**src/sv/cnms_ram.sv**
```systemverilog
// Generic single-write, single-read memory with a registered read.
module cnms_ram #(
  parameter int WIDTH = 8,
  parameter int DEPTH = 16
) (
  input  logic                     clk,
  input  logic                     we,
  input  logic [$clog2(DEPTH)-1:0] waddr,
  input  logic [WIDTH-1:0]         wdata,
  input  logic [$clog2(DEPTH)-1:0] raddr,
  output logic [WIDTH-1:0]         rdata
);

  logic [WIDTH-1:0] mem [DEPTH];

  always_ff @(posedge clk) begin
    if (we) begin
      mem[waddr] <= wdata;
    end
    rdata <= mem[raddr];
  end

endmodule

```
**config.mk**
```make
export PLATFORM = sky130hd
export DESIGN_NAME = cnms_ram
export DESIGN_NICKNAME = d
export VERILOG_FILES = /design/src/sv/cnms_ram.sv
export SDC_FILE = /design/constraint.sdc
export NUM_CORES = 1
export LEC_CHECK = 0
export ABC_AREA = 1
export BUFFER_PORTS_ARGS = -buffer_cell sky130_fd_sc_hd__buf_4
export CAP_MARGIN = 40
export CELL_PAD_IN_SITES_DETAIL_PLACEMENT = 1
export CELL_PAD_IN_SITES_GLOBAL_PLACEMENT = 2
export CORE_ASPECT_RATIO = 0.8
export CORE_UTILIZATION = 40
export CTS_BUF_LIST = sky130_fd_sc_hd__clkbuf_16
export DETAILED_ROUTE_END_ITERATION = 12
export HOLD_SLACK_MARGIN = 0.08
export PLACE_DENSITY = 0.84
export REMOVE_ABC_BUFFERS = 1
export SLEW_MARGIN = 20
export SYNTH_ARGS = -nofsm -noshare
export SYNTH_HDL_FRONTEND = slang
export SYNTH_SLANG_ARGS = --single-unit
```
**constraint.sdc**
```tcl
create_clock -name clk -period 1.27 [get_ports clk]
set_input_delay 0.1905 -clock clk [delete_from_list [all_inputs] [get_ports clk]]
set_output_delay 0.1905 -clock clk [all_outputs]
set_load 0.02 [all_outputs]
```
==> results.txt <==
The run finished with clean final reports. The number of unique standard cell types used by synthesis is 12. By startpoint and endpoint, the worst setup path is classified as flop to output pin.

In this run the critical register-to-register path is launched from mem[12][2]$_DFFE_PP_. The most common cell in the netlist is sky130_fd_sc_hd__nand2_1. Adding up every negative setup slack in the final design gives 0 ns.

Summing the areas of all xor and xnor instances in the mapped netlist gives 0% of the synthesized area. Once the clock tree was built, the resizer swapped 0 gates to a different size. The number of synthesized register bits is 136. The total area inside the core boundary comes to 13800 um2. For this run, the total global-route usage over all layers was measured as 22.6%. The share of the yosys chip area belonging to registers came out at 69.4%.

The worst pin sits at a relative slew slack of 77.5%. The floorplan die area is 14900 um2. The final HPWL from detailed placement came out at 9730 um. The clock-pin transition on the worst setup and hold timing paths is 0.06 ns. The startpoint class of the critical path is a flop. The highest clock frequency the design can meet came out at 887 MHz. The area share of the leading cell type in the synthesized netlist came out at 66.7%.

The placed instance area is 6330 um2. The overall power of the completed layout came out at 10.1 mW. The maximum number of pins on one net before global-route repair came out at 63. Tracing the worst setup path back leads to its startpoint at rdata[5]$_DFF_P_. The count of final max-slew check failures was 0. The ratio of final minimum period to clock period is 88.8%. During synthesis, Yosys emitted a total of 0 warnings. The total non-filler cell area in the finished layout came out at 6840 um2. The buffer and inverter count on the worst path is 1. In this design, the stage delay of the slowest critical-path cell is 0.36 ns. The data arrival time of the critical path came out at 0.94 ns. The final critical delay including setup and external delays came out at 1.13 ns. The routed wirelength normalized by instance count came out at 19.0 um.

The number of standard cells after synthesis came out at 551. Counting along the longest clock path gives a buffer depth of 2. The number of max-cap violations is 0. The cell leakage power is 3.01 nW.

The starting utilization of the core area came out at 41.7%. The standard-cell row count came out at 38. The number of synthesized flops with an enable pin came out at 128. The fraction of final layout cells sized beyond drive strength 1 came out at 13.2%. The number of antenna violations at the first check in global routing is 0. The data required time at the worst endpoint came out at 1.08 ns. At the end of routability-driven placement, the weighted congestion stood at 0.806. The count of port buffers added during placement came out at 25. The synthesized netlist devotes 21.0% of its cell area to simple gates. The number of global-route vias before repair came out at 4191.

By area the synthesized netlist is led by sky130_fd_sc_hd__edfxtp_1 (67%), sky130_fd_sc_hd__nand2_1 (11%), sky130_fd_sc_hd__nand3_1 (8.4%). The average instance in the mapped netlist occupies 10.5 um2. The detailed-route DRC error count came out at 0. Measured against the total synthesized area, the mux share comes to 0%. The overall routed net length is 15200 um. Post-CTS timing repair inserted 0 buffers for setup.

The compound-gate portion of the synthesized area came out at 0%. The clock reaches the later pin of the worst-skew pair after 0.41 ns. The maximum fanout encountered on the critical timing path came out at 1.

The number of nets still failing antenna checks after routing came out at 0. The detailed router's first-iteration violation count came out at 264. The height of the die is 109 um.

The detailed-routing iteration count for the pre-antenna-repair pass is 5. The maximum level of the CTS H-tree is 4. Ranked by instance count, the synthesized netlist is headed by sky130_fd_sc_hd__nand2_1 (173), sky130_fd_sc_hd__edfxtp_1 (128), sky130_fd_sc_hd__inv_1 (100).

STA classifies the critical path endpoint as an output pin. Summing over every cut layer, the via total after detailed routing is 3976. For this run the aggregate overflow at the end of global routing stands at 0. On the critical path the largest part of the delay comes from flip-flops. The number of vias per cell after detailed routing is 4.98. The final worst clock skew is 0.0109 ns. The width of the chip is 136 um. Setup repair after global routing left no endpoint under its margin. The number of CTS-inserted buffers came out at 17.

The final hold violation count is 0. The signal on the critical path passes through buf_4. The largest total area in the synthesized netlist belongs to sky130_fd_sc_hd__edfxtp_1.

In the synthesized netlist the dominant register cell turns out to be sky130_fd_sc_hd__edfxtp_1. The total power divided by cell area is 1480 nW/um2. The worst hold path begins at wdata[7]. The proportion of synthesized flip-flops having asynchronous set or reset is 0%. The worst-margin pin slew came out at 0.336 ns. The number of sinks driven by the clock tree came out at 136.

The signed area change from the synthesized netlist to the final layout is 18.6%. The first global-routing pass estimated 23800 um of wire. Among all stages on the critical path, the largest delay is contributed by sky130_fd_sc_hd__dfxtp_1.

The combinational family with the most area after synthesis is simple AND/OR/NAND/NOR gates. The quantity of hold-fixing buffers added after cts came out at 0. The worst voltage drop across the vdd grid came out at 0.863 mV.

The path category of the worst min-delay check is primary input to flop. Clock tree synthesis selected as its root buffer the cell sky130_fd_sc_hd__clkbuf_16. TritonCTS built the clock tree. Setup violations remaining at the end of the flow were counted as 0. During I/O placement, the number of pins put on the boundary was 26. The synthesized netlist occupies a cell area of 5770 um2.

The final net count is 624. The number of antenna diodes in the final layout is 0. The adder-cell share of the synthesized area came out at 0%.
==> area by class of cell <==
class / count / area [um2]
clock buffers: 17 / 425
clock inverters: 15 / 85.1
fillers: 1541 / 7000
inverters: 102 / 383
multi-input cells: 289 / 1210
flip-flops and latches: 136 / 4000
well taps: 180 / 225
repair buffers: 60 / 500
==> path summary, 6_finish.rpt <==
kind,end,cells after the start,slack [ns]
worst max-delay path,rdata[5],1,0.14
worst min-delay path,mem[5][7]$_DFFE_PP_,1,0.12
worst max register to register,rdata[2]$_DFF_P_,6,0.25
worst min register to register,rdata[3]$_DFF_P_,6,0.68
==> power by group <==
part	internal, mW	switching, mW	leakage [nW]	total, mW
Sequential	5.02	0.0311	1.22	5.05
Clock	2.59	1.71	0.277	4.30
Combinational	0.241	0.495	1.51	0.736
==> kinds of logic (layout without fill, tap and decap cells) <==
family	after synthesis	count (layout)
and+or+nand+nor	289	289
DFF	136	136
buffers and inverters	126	194
==> through the flow <==
step	hold WS, ns	cells	utilization, %	worst slack (ns)
floorplan	0.289	527	-	0.0990
global placement	0.535	767	45.7	-0.0500
detailed placement	0.537	767	45.7	-0.0898
CTS	0.102	799	49.4	0.110
global route	0.114	799	49.4	0.108
finish	0.116	799	49.4	0.142
==> cell usage in the layout, fill, tap and decap left out, drive strengths merged <==
cell / n
bufinv: 1
inv: 109
nor2: 17
nand2: 173
clkinv: 7
edfxtp: 128
nand3: 97
clkbuf: 17
buf: 60
nand3b: 2
dfxtp: 8
==> layer usage <==
layer / vias up / wire length [um] / global-route usage, %
met4: 0 / 255 / 7.54
met1: 1980 / 7020 / 29.6
met2: 94 / 7350 / 37.4
li1: 1878 / - / -
met5: - / 0 / 0
met3: 24 / 595 / 4.75
==> worst reg2reg max path, cell delays in order (launching register included) <==
cell and delay [ns]:
sky130_fd_sc_hd__edfxtp_1 0.37, sky130_fd_sc_hd__nand2_1 0.09, sky130_fd_sc_hd__nand2_1 0.06, sky130_fd_sc_hd__nand2_1 0.06, sky130_fd_sc_hd__nand3_1 0.10, sky130_fd_sc_hd__nand3_1 0.14
sky130_fd_sc_hd__nand2_1 0.08
==> registers in the layout, indices dropped and copies added (netlist names) <==
name   cells
rdata      8
mem      128
(Power assumes the default switching activity.)
